## config.mk

```make
export PLATFORM = sky130hd
export DESIGN_NAME = unsigned_divide_double_by_single
export DESIGN_NICKNAME = d
export VERILOG_FILES = /design/src/design/udiv_pkg.sv /design/src/design/udiv_core.sv /design/src/design/unsigned_divide_double_by_single.sv
export SDC_FILE = /design/constraint.sdc
export NUM_CORES = 1
export LEC_CHECK = 0
export ABC_AREA = 0
export BUFFER_PORTS_ARGS = -buffer_cell sky130_fd_sc_hd__buf_4
export CORE_MARGIN = 5
export CORE_UTILIZATION = 54
export DETAILED_ROUTE_END_ITERATION = 8
export PLACE_DENSITY_LB_ADDON = 0.2
export SYNTH_ARGS = -nofsm -noshare
export SYNTH_HDL_FRONTEND = slang
export SYNTH_SLANG_ARGS = --single-unit
```

## constraint.sdc

```tcl
create_clock -name clk -period 4.85 [get_ports clk]
set_clock_uncertainty 0.15 [all_clocks]
set_input_delay 0.485 -clock clk [delete_from_list [all_inputs] [get_ports clk]]
set_output_delay 0.485 -clock clk [all_outputs]
set_load 0.1 [all_outputs]
```

## src/design/udiv_pkg.sv

```systemverilog
// Shared types and constants for the double-by-single word unsigned divider.
`timescale 1ns / 1ps
`default_nettype none

package udiv_pkg;

  localparam int unsigned PORT_BITS = 64;

  typedef struct packed {
    logic load;
    logic zero;
    logic step;
  } ctrl_t;

endpackage

`default_nettype wire

```

## src/design/udiv_core.sv

```systemverilog
// Restoring radix-2 divide datapath: partial remainder, dividend/quotient shifter, subtractor.
`timescale 1ns / 1ps
`default_nettype none

module udiv_core #(
  parameter int unsigned WORD_BITS = 64
) (
  input  wire logic                 clk,
  input  wire udiv_pkg::ctrl_t      ctrl,
  input  wire logic [WORD_BITS-1:0] load_high,
  input  wire logic [WORD_BITS-1:0] load_low,
  input  wire logic [WORD_BITS-1:0] load_divisor,
  output logic      [WORD_BITS-1:0] quot_high,
  output logic      [WORD_BITS-1:0] quot_low,
  output logic      [WORD_BITS-1:0] rem
);

  logic [WORD_BITS-1:0] hi;
  logic [WORD_BITS-1:0] lo;
  logic [WORD_BITS-1:0] r;
  logic [WORD_BITS-1:0] d;

  logic [WORD_BITS-1:0] r_shift;
  logic [WORD_BITS-1:0] diff;
  logic                 take;
  logic [WORD_BITS-1:0] hi_next;
  logic [WORD_BITS-1:0] lo_next;
  logic [WORD_BITS-1:0] r_next;

  always_comb begin
    r_shift = {r[WORD_BITS-2:0], hi[WORD_BITS-1]};
    diff    = r_shift - d;
    take    = r[WORD_BITS-1] | (r_shift >= d);
    r_next  = take ? diff : r_shift;
    hi_next = {hi[WORD_BITS-2:0], lo[WORD_BITS-1]};
    lo_next = {lo[WORD_BITS-2:0], take};
  end

  always_ff @(posedge clk) begin
    if (ctrl.load) begin
      hi <= ctrl.zero ? '0 : load_high;
      lo <= ctrl.zero ? '0 : load_low;
      r  <= '0;
      d  <= load_divisor;
    end else if (ctrl.step) begin
      hi <= hi_next;
      lo <= lo_next;
      r  <= r_next;
    end
  end

  assign quot_high = hi;
  assign quot_low  = lo;
  assign rem       = r;

endmodule

`default_nettype wire

```

## src/design/unsigned_divide_double_by_single.sv

```systemverilog
// Top level of the unsigned double-word by single-word divider.
`timescale 1ns / 1ps
`default_nettype none

// Divides the two-word dividend {dividend_high, dividend_low} by divisor and
// returns the two-word quotient and the remainder. A beat is taken when start
// is high and busy is low. A nonzero divisor runs through the one shared
// subtract-and-shift unit, one quotient bit per cycle, and done pulses for
// one cycle in the cycle after the last bit; busy is already low then, so
// the next start can be taken in that cycle. A zero divisor skips the loop:
// done pulses in the next cycle with divide_by_zero set and all results zero.
// Results are valid in the done cycle and stay until the next start is taken;
// they cannot be held off. Input bits at and above WORD_BITS are ignored;
// output bits there are zero.
module unsigned_divide_double_by_single #(
  parameter int unsigned WORD_BITS = 64
) (
  input  wire logic        clk,
  input  wire logic        rst,
  input  wire logic        start,
  output logic             busy,
  input  wire logic [63:0] dividend_high,
  input  wire logic [63:0] dividend_low,
  input  wire logic [63:0] divisor,
  output logic             done,
  output logic      [63:0] quotient_high,
  output logic      [63:0] quotient_low,
  output logic      [63:0] remainder,
  output logic             divide_by_zero
);

  localparam int unsigned STEPS = 2 * WORD_BITS;
  localparam int unsigned CNT_W = $clog2(STEPS);
  localparam logic [CNT_W-1:0] CNT_LAST = CNT_W'(STEPS - 1);

  typedef enum logic {
    S_IDLE,
    S_RUN
  } state_t;

  state_t          state;
  logic [CNT_W-1:0] cnt;
  logic            dz;
  logic            zero_div;
  udiv_pkg::ctrl_t ctrl;

  logic [WORD_BITS-1:0] core_high;
  logic [WORD_BITS-1:0] core_low;
  logic [WORD_BITS-1:0] core_rem;

  assign zero_div  = (divisor[WORD_BITS-1:0] == '0);
  assign busy      = (state == S_RUN);
  assign ctrl.load = start && (state == S_IDLE);
  assign ctrl.zero = zero_div;
  assign ctrl.step = (state == S_RUN);

  always_ff @(posedge clk) begin
    if (rst) begin
      state <= S_IDLE;
      cnt   <= '0;
      dz    <= 1'b0;
      done  <= 1'b0;
    end else begin
      done <= 1'b0;
      unique case (state)
        S_IDLE: begin
          if (start) begin
            dz  <= zero_div;
            cnt <= '0;
            if (zero_div) begin
              done <= 1'b1;
            end else begin
              state <= S_RUN;
            end
          end
        end
        S_RUN: begin
          if (cnt == CNT_LAST) begin
            state <= S_IDLE;
            done  <= 1'b1;
            cnt   <= '0;
          end else begin
            cnt <= cnt + 1'b1;
          end
        end
        default: state <= S_IDLE;
      endcase
    end
  end

  udiv_core #(
    .WORD_BITS(WORD_BITS)
  ) u_core (
    .clk         (clk),
    .ctrl        (ctrl),
    .load_high   (dividend_high[WORD_BITS-1:0]),
    .load_low    (dividend_low[WORD_BITS-1:0]),
    .load_divisor(divisor[WORD_BITS-1:0]),
    .quot_high   (core_high),
    .quot_low    (core_low),
    .rem         (core_rem)
  );

  assign quotient_high  = udiv_pkg::PORT_BITS'(core_high);
  assign quotient_low   = udiv_pkg::PORT_BITS'(core_low);
  assign remainder      = udiv_pkg::PORT_BITS'(core_rem);
  assign divide_by_zero = dz;

  a_accept_progress: assert property (@(posedge clk) disable iff (rst)
    (start && !busy) |=> (busy || done))
    else $error("accepted beat neither started the loop nor finished");

  a_finish_strobe: assert property (@(posedge clk) disable iff (rst)
    $fell(busy) |-> done)
    else $error("loop ended without a done strobe");

  a_zero_results: assert property (@(posedge clk) disable iff (rst)
    (done && divide_by_zero) |->
      (quotient_high == '0 && quotient_low == '0 && remainder == '0))
    else $error("zero divisor gave nonzero results");

  a_done_idle: assert property (@(posedge clk) disable iff (rst)
    done |-> (state == S_IDLE && (dz || cnt == '0)))
    else $error("done raised outside idle or with counter not wrapped");

endmodule

`default_nettype wire

```

### Word-level counts from Yosys, hierarchy flattened

Cells that the tools add are included.
W data, S select, Z words.

| storage, ports and cells | value |
|---|---|
| register bits | 266 |
| bits in latches | 0 |
| bits in writable memories | 0 |
| bits in read-only memories | 0 |
| memories | 0 |

| operators by class | value |
|---|---|
| add/sub/neg operators | 2 |
| multipliers | 0 |
| div/mod/pow operators | 0 |
| magnitude comparators | 1 |
| equal/unequal tests | 2 |
| shift-type cells | 0 |
| mux-type cells | 18 |
| bitwise gates (word level) | 2 |
| reduce and logical (&&, ||, !) cells | 4 |

Operator list:

| operator | number |
|---|---|
| $mux W64 | 7 |
| $ge A64 B64 Y1 | 1 |
| $logic_not A64 Y1 | 1 |
| $sub A64 B64 Y64 | 1 |
| $mux W7 | 2 |
| $pmux W7 S2 | 1 |
| $add A7 B1 Y7 const B | 1 |
| $eq A7 B7 Y1 const B | 1 |
| $mux W1 | 6 |
| $pmux W1 S2 | 2 |
| $ne A2 B2 Y1 const B | 1 |
| $reduce_and A2 Y1 | 1 |
| $reduce_bool A2 Y1 | 1 |
| $logic_and A1 B1 Y1 | 1 |
| $not A1 Y1 | 1 |
| $or A1 B1 Y1 | 1 |

### Logic depth before layout (Yosys ltp)

Gate-level depths: netlist of run 1.

| logic depth | value |
|---|---|
| word-level depth | 4 |
| gate-level depth with buffers | 16 |

### Cells and area by module

From an unflattened synthesis of run 1, not the netlist that was laid out.

| unflattened totals | value |
|---|---|
| cell total of the unflattened synthesis | 1,706 |
| area total of the unflattened synthesis | 15,408.5 µm² |

Modules (own cells, without submodules):

| module | times used | cells an instance | area an instance (µm²) | sequential area each (µm²) |
|---|---|---|---|---|
| udiv_core | 1 | 1,632 | 14,811.7 | 7,046.8 |
| unsigned_divide_double_by_single | 1 | 74 | 596.8 | 200.2 |

### Worst setup path before layout of run 1

OpenSTA, ideal clock, no wires.

| timing | value |
|---|---|
| path type | flip-flop to flip-flop |
| start | register state, in the netlist busy |
| end | register cnt[3] |
| setup time | 0.278 ns |
| arrival | 4.419 ns |
| data required time | 4.422 ns |
| path slack | 0.003 ns |
| cell stages (with the launch flop) | 6 |
| clock period less this slack | 4.847 ns |
| cells stage by stage | dfxtp_1 -> clkbuf_1 -> nor2_1 -> clkbuf_1 -> inv_1 -> a311oi_1 |

| between the ends | value |
|---|---|
| cells in the longest elaborated chain, start to end | 2 |
| elaborated cells between the ends (all ways) | 3 |

Ends and longest elaborated chain:

| item | RTL line | source |
|---|---|---|
| from (decl) | unsigned_divide_double_by_single.sv:41 | `state_t state;` |
| from (signal assigned) | unsigned_divide_double_by_single.sv:59 | `state <= S_IDLE;` |
| from (signal assigned) | unsigned_divide_double_by_single.sv:73 | `state <= S_RUN;` |
| from (signal assigned) | unsigned_divide_double_by_single.sv:79 | `state <= S_IDLE;` |
| $not A1 Y1 (no source line) | - |  |
| $pmux W7 S2 or $ne A2 B2 Y1 (tied branches) | - |  |
| to (signal assigned) | unsigned_divide_double_by_single.sv:83 | `cnt <= cnt + 1'b1;` |
| to (decl) | unsigned_divide_double_by_single.sv:42 | `logic [CNT_W-1:0] cnt;` |

Several ways; a longest one is shown, not always the timed one.
A chain may end at the register's enable or synchronous reset.

### Final worst setup path of run 1

| timing | value |
|---|---|
| start | register u_core.hi[63], in the netlist u_core.quot_high[63] |
| end | register u_core.r[57], in the netlist u_core.rem[57] |

| between the ends | value |
|---|---|
| cells in the longest elaborated chain, start to end | 3 |
| elaborated cells between the ends (all ways) | 4 |

Ends and longest elaborated chain:

| item | RTL line | source |
|---|---|---|
| from (decl) | udiv_core.sv:18 | `logic [WORD_BITS-1:0] hi;` |
| from (signal assigned) | udiv_core.sv:41 | `hi <= ctrl.zero ? '0 : load_high;` |
| from (signal assigned) | udiv_core.sv:46 | `hi <= hi_next;` |
| $ge A64 B64 Y1 | udiv_core.sv:33 | `take = r[WORD_BITS-1] \| (r_shift >= d);` |
| $or A1 B1 Y1 | udiv_core.sv:33 |  |
| $mux W64 (*) | udiv_core.sv:34 | `r_next = take ? diff : r_shift;` |
| to (signal assigned) | udiv_core.sv:48 | `r <= r_next;` |
| to (decl) | udiv_core.sv:20 | `logic [WORD_BITS-1:0] r;` |

Every way passes the cells marked *; elsewhere a longest branch is shown, timed or not.

==> summary.md, run 1 <==
| Metric | Value |
|---|---|
| F_max | `0.2651 GHz` |
| Total GRT Usage | `30.12%` |
| Synth Instances | `1608` |
| Number of port buffers | `about 390` |
| Setup slack at placement | `1.065 ns` |
| Finished Layout Cells | `about 2.4k` |
| Vias per cell | `between 5 and 6` |
| Crit Path Class | `reg2reg` |
| Vias | `between 10k and 15k` |
| HP Class | `in2reg` |
| Max-slew headroom | `roughly a fifth` |
| Die W | `about 180 um` |
| First-pass GRT wire length | `74.47 mm` |
| Mapped Nets | `~1.9k` |
| Routability cong. | `0.9668` |
| Die Y | `between 150 and 200 um` |
| Share of cells above drive strength 1 | `23.18%` |
| Area growth syn-to-layout | `31.93%` |
| DRC viols | `0` |
| CTS tree | `built` |
| Die area | `30890 um^2` |
| Yosys reg bits | `266` |
| PwrDens | `504.1 nW/um^2` |
| WL/cell | `~21 um` |
| Post-CTS setup buffers | `0` |
| Final min period | `between 3 and 4 ns` |
| Number of global-route vias before repair | `between 10k and 15k` |
| Final Cycle Share | `slightly below 80%` |
| Initial Util | `between 50% and 60%` |
| Worst-path fanout max | `17` |
| Top layer in use | `met5` |
| Hold_ws | `between 0.1 and 0.15 ns` |
| Clock sink total | `between 200 and 300` |
| Final Routed Wirelength | `roughly 50 mm` |
| Io pins | `390` |
| Clk root buf | `clkbuf_16` |
| Initial DRT Pass Iterations | `5` |
| # H-tree levels | `1` |
| Post-synth EDFFs | `between 150 and 200` |
| Slowest CP cell | `nand2b_1` |
| RSZ-0062 raised after global routing | `no` |
| Max Cap Viol | `0` |
| Core area | `27030 um^2` |
| Setup TNS | `0 ns` |
| Rows | `60` |
| Slew @ Worst Pin | `between 1 and 1.5 ns` |
| Total gr overflow | `0` |
| Main synth FF type | `edfxtp_1` |
| Cells along the critical path | `inv_1, ha_1, fa_1, nor2b_1, o21bai_1, nand2_1, a31oi_2, o31a_1, o21ai_1, a31oi_4, nand2b_1, or3_1, nand3_1` |
| Setup ws final | `~1.1 ns` |
| Post-Syn Area | `around 15000 um^2` |
| Leak | `8.658 nW` |
| Asr flop ratio synth | `0%` |
| Fin. Hold Viols | `0` |
| Num CTS Buffers | `29` |
| WL met3 | `approximately 4.0 mm` |
| Max VDD drop | `between 0.3 and 0.4 mV` |
| Clock Tree Buf Depth | `3` |
| Worst-skew pair later-pin latency | `between 0.5 and 0.6 ns` |
| Largest net degree at the start of global routing | `~130` |
| Routed length on met1 | `18.49 mm` |
| Hpwl dp | `around 35 mm` |
| Netlist cell types | `74` |
| Count of pins over their slew limit | `0` |
| Worst-path clk slew | `0.06 ns` |
| Setup violators final | `0` |
| Worst Path Required | `about 5.2 ns` |
| Antenna viol nets, final | `0` |
| Syn. warnings | `0` |
| Outcome | `finished clean` |
| Layout net count | `~2.3k` |
| Setup crit start kind | `register` |
| Iter 0 DRT Violations | `between 1k and 1.5k` |
| Inst Count DP | `between 2k and 2.5k` |
| CP endpoint kind | `register` |
| Initial antenna violation count | `6` |
| Synthesized area per cell | `9.226 um^2` |
| Register area share after synthesis | `48.85%` |
| Met2 Wirelength | `between 20 and 25 mm` |
| Worst path max stage delay | `between 0.5 and 0.6 ns` |
| Crit path DAT | `around 4.1 ns` |
## critical path: cells and delay by family, from the launching register on
| family | cells | cell delay [ns] |
|---|---|---|
| buffers and inverters | 1 | 0.05 |
| AND/OR/NAND/NOR | 5 | 1.48 |
| AO/OA/AOI/OAI | 5 | 1.03 |
| adder cells (fa/ha/maj) | 2 | 0.63 |
| flip-flops | 1 | 0.37 |
## placed cells by master, fill, tap and decap left out, drive strengths merged, types with 13 or more instances in the layout
master	instances
nor2	57
nor4	22
a21o	39
nand3	18
edfxtp	192
o21ai	214
o21bai	18
buf	398
nand2	354
dfxtp	74
a22o	37
ha	65
inv	87
xor2	25
clkbuf	34
xnor2	32
clkinv	15
a21oi	85
a22oi	13
dlygate4sd3	65
nor3	15
nand4	25
## final cells by class
class                           count  area (um^2)
Tap cell                          341        426.7
Clock buffer                       34        754.5
Fill cell                        2030         7453
Antenna cell                        4        10.01
Multi-Input combinational cell   1157         6897
Timing Repair Buffer              463         3664
Clock inverter                     20        232.7
Inverter                           88        340.3
Sequential cell                   266         7248
## state kept, by name, summed over array words and instances (netlist names)
signal and count:
u_core.d 64, u_core.quot_high 64, u_core.quot_low 64, u_core.rem 64, cnt 7, busy 1
divide_by_zero 1, done 1
## metal layers
| layer | up-vias | GRT usage [%] |
|---|---|---|
| li1 | 6556 | - |
| met1 | 6510 | 36.03 |
| met2 | 552 | 50.20 |
| met3 | 140 | 7.964 |
| met4 | 4 | 15.37 |
| met5 | - | 0 |
## cells by family after synthesis
family,share of synthesized area [%]
fa+ha+maj,5.617
compound gates,21.26
xor+xnor,3.365
mux,0.4807
buf+inv,4.807
simple gates,15.62
flops,48.85
## synthesized netlist by cell type (8+ instances only)
master	instances	share of area (%)
nor3_1	15	0.51
nand3_1	16	0.54
nor4_1	22	0.93
a22oi_1	12	0.61
xor2_1	25	1.5
ha_1	65	5.5
and2_1	9	0.38
a31oi_1	8	0.34
nand2_1	354	9.0
o21ai_1	10	0.34
o21a_1	8	0.40
nand4_1	25	1.1
nor2_1	57	1.4
buf_2	9	0.30
dfxtp_1	74	10
xnor2_1	32	1.9
nand2b_1	11	0.46
o21bai_1	18	0.91
nor2b_1	9	0.38
inv_1	85	2.2
o21ai_0	201	6.8
edfxtp_1	192	39
a21o_1	39	2.0
clkbuf_1	83	2.1
a22o_1	37	2.2
a21oi_1	83	2.8
## through the flow
step,cell area (um^2),power (W),util [%]
6_report,19570,0.009867,72.42
5_1_grt,19570,0.01027,72.42
4_1_cts,19560,0.009849,72.38
3_5_place_dp,17920,0.007507,66.32
3_3_place_gp,17920,0.007450,66.32
2_1_floorplan,14840,0.006473,-
## path summary, 6_finish.rpt
kind	startpoint	endpoint	slack, ns	cells past startpoint
worst max-delay path	u_core.quot_high[63]	u_core.rem[57]	1.08	13
worst min-delay path	dividend_low[8]	u_core.quot_low[8]	0.11	3
worst max register to register	u_core.quot_high[63]	u_core.rem[57]	1.08	13
worst min register to register	divide_by_zero	divide_by_zero	0.33	2
## timing repair
item | CTS | global route
endpoints found under the hold margin | 65 | 0
hold buffers | 65 | 0
resized for setup | 0 | 0
## power breakdown
group | switching [W] | leakage (nW) | total [W] | internal [W]
Combinational | 0.00333 | 5.65 | 0.00450 | 0.00118
Clock | 0.000938 | 0.482 | 0.00231 | 0.00138
Sequential | 0.000248 | 2.52 | 0.00305 | 0.00280
Total | 0.00451 | 8.66 | 0.00987 | 0.00536
No activity file was read; power rests on OpenSTA's default activity.
==> run 2, diff against run 1 <==
--- a/config.mk
+++ b/config.mk
@@ -8,7 +8,7 @@
 export ABC_AREA = 0
 export BUFFER_PORTS_ARGS = -buffer_cell sky130_fd_sc_hd__buf_4
 export CORE_MARGIN = 5
-export CORE_UTILIZATION = 54
+export CORE_UTILIZATION = 49
 export DETAILED_ROUTE_END_ITERATION = 8
 export PLACE_DENSITY_LB_ADDON = 0.2
 export SYNTH_ARGS = -nofsm -noshare
==> constraint.sdc (replaced) <==
create_clock -name clk -period 3.1 [get_ports clk]
set_clock_uncertainty 0.15 [all_clocks]
set_input_delay 0.31 -clock clk [delete_from_list [all_inputs] [get_ports clk]]
set_output_delay 0.31 -clock clk [all_outputs]
set_load 0.1 [all_outputs]
==> summary.md, run 2 (synthesis results as in run 1) <==
| Metric | Value |
|---|---|
| Outcome | `complete, but fails checks` |
| Failing checks | `negative setup slack` |
| Slew @ Worst Pin | `around 1.2 ns` |
| Top Usage Layer GRT | `met2` |
| Die area | `approximately 34000 um^2` |
| Final min period | `about 3.2 ns` |
| Clk root buf | `clkbuf_16` |
| Layout net count | `2589` |
| Die W | `between 150 and 200 um` |
| Num CTS Buffers | `30` |
| Antenna viol nets, final | `0` |
| Number of global-route vias before repair | `between 15k and 20k` |
| R2r setup slk | `-0.07 ns` |
| Met1 Track Usage GR | `~41%` |
| Layout fillers | `1834` |
| Final Routed Wirelength | `about 60 mm` |
| Vias | `between 15k and 20k` |
| Hpwl dp | `around 38 mm` |
| Area growth syn-to-layout | `58.86%` |
| HP Class | `reg2reg` |
| Max-slew headroom | `between 20% and 30%` |
| CP endpoint kind | `register` |
| Worst-path fanout max | `3` |
| Max VDD drop | `0.5129 mV` |
| Clock Tree Buf Depth | `3` |
| Cell area after layout | `between 20000 and 25000 um^2` |
| Hold_ws | `about 0.31 ns` |
| Max Cap Viol | `0` |
| Setup crit start kind | `register` |
| Final Cycle Share | `102.2%` |
| Share of cells above drive strength 1 | `36.45%` |
| Count of pins over their slew limit | `0` |
| Crit Path Class | `reg2reg` |
| Worst-skew pair later-pin latency | `around 0.58 ns` |
| Worst-path clk slew | `~0.060 ns` |
| Met2 Use GR | `between 50% and 60%` |
| Vias per cell | `roughly 5.8` |
| PwrDens | `745.9 nW/um^2` |
| Rows | `63` |
| Area of the multi-input gates | `~7700 um^2` |
| CTS tree | `built` |
| # H-tree levels | `1` |
| Iter 0 DRT Violations | `1444` |
| Commonest non-fill, non-tap cells in the layout | `buf_4, nand2_1, dlygate4sd3_1` |
| First-pass GRT wire length | `88.67 mm` |
| Core area | `approximately 30000 um^2` |
| Setup violators final | `22` |
| Io pins | `390` |
| Leak | `10.50 nW` |
| Initial Util | `approximately half` |
| GR Layer Usage met3 | `under 10%` |
| Total GRT Usage | `roughly a third` |
| F_max | `0.3156 GHz` |
| Clock sink total | `between 200 and 300` |
| DRC viols | `0` |
| Initial DRT Pass Iterations | `5` |
| Fin. Hold Viols | `0` |
| Routability cong. | `0.9321` |
| Most common cell after layout, fill and taps aside | `buf_4` |
| Worst Path Required | `around 3.4 ns` |
| RSZ-0062 raised after global routing | `yes` |
| Crit path DAT | `between 3 and 4 ns` |
| Total gr overflow | `0` |
| Number of port buffers | `389` |
| Largest net degree at the start of global routing | `150` |
| Initial antenna violation count | `3` |
| Die Y | `184 um` |
| Dpl cell area | `a little under 20000 um^2` |
| WL/cell | `about 22 um` |
| FF/Latch Area | `around 7300 um^2` |
| Setup ws final | `-0.06859 ns` |
==> run 2: changes by cell type in the layout (fill, tap and decap cells not counted), moves of 14 or more <==
cell	delta
o21ai_1	+25
a21oi_1	-29
o21ai_2	+27
a21oi_2	+25
dfxtp_2	+55
ha_4	+14
buf_12	+15
o21ai_0	-54
ha_1	-17
dfxtp_1	-60
dlygate4sd3_1	+129
buf_4	+157
==> run 2: layer usage <==
| metal | part of all wire [%] | wire length (um) |
|---|---|---|
| met5 | 0.012 | 7 |
| met4 | 6.3 | 3770 |
| met3 | 8.4 | 5025 |
| met2 | 48 | 28630 |
| met1 | 37 | 22290 |
==> run 2: what timing repair did <==
item	CTS	global route
endpoints found under the setup margin	28	65
hold buffers	194	0
resized for setup	29	144
pin swaps	15	53
cloned	3	7
hold endpoints to repair	202	0
setup buffers	11	15
==> run 2: critical path, cell delays in order, from the launching register on <==
cell and delay, ns:
edfxtp_1 0.37, inv_1 0.06, ha_2 0.20, fa_2 0.37
nor2b_4 0.17, o21bai_4 0.10, a31oi_4 0.19, o2111ai_2 0.16
nand3_2 0.15, o221ai_4 0.15, o41ai_4 0.34, a21boi_4 0.15
o41ai_4 0.26, xnor2_1 0.16, o21ai_1 0.07
==> run 2: final timing paths <==
| check | startpoint | endpoint | depth (start not counted) |
|---|---|---|---|
| max | u_core.quot_high[63] | u_core.rem[62] | 14 |
| min | divide_by_zero | divide_by_zero | 2 |
| max reg2reg | u_core.quot_high[63] | u_core.rem[62] | 14 |
| min reg2reg | divide_by_zero | divide_by_zero | 2 |
==> run 2: final cells by class <==
| class | instances | share of cell area [%] |
|---|---|---|
| Timing Repair Buffer | 783 | 28.67 |
| Clock buffer | 40 | 3.387 |
| Sequential cell | 266 | 31.13 |
| Multi-Input combinational cell | 1159 | 32.54 |
| Clock inverter | 15 | 0.7379 |
| Antenna cell | 3 | 0.03185 |
| Inverter | 88 | 1.439 |
| Tap cell | 390 | 2.071 |
==> run 2: power breakdown <==
part           total [W]  switching [W]  internal (W)
clock network    0.00359        0.00153       0.00206
registers        0.00482       0.000393       0.00442
logic            0.00918        0.00602       0.00315
total             0.0176        0.00794       0.00964
==> run 2: stage by stage <==
stage	cells	util (%)	setup WS [ns]	total power (W)	TNS, ns
floorplan	1608	-	-0.4572	0.01033	-50.51
finish	2744	79.10	-0.06859	0.01758	-0.8486
detailed placement	2458	65.33	-0.2180	0.01267	-0.9241
global route	2743	79.09	-0.2116	0.01824	-5.099
global placement	2458	65.33	-0.1383	0.01259	-0.4868
CTS	2720	76.13	-0.03518	0.01668	-0.1414
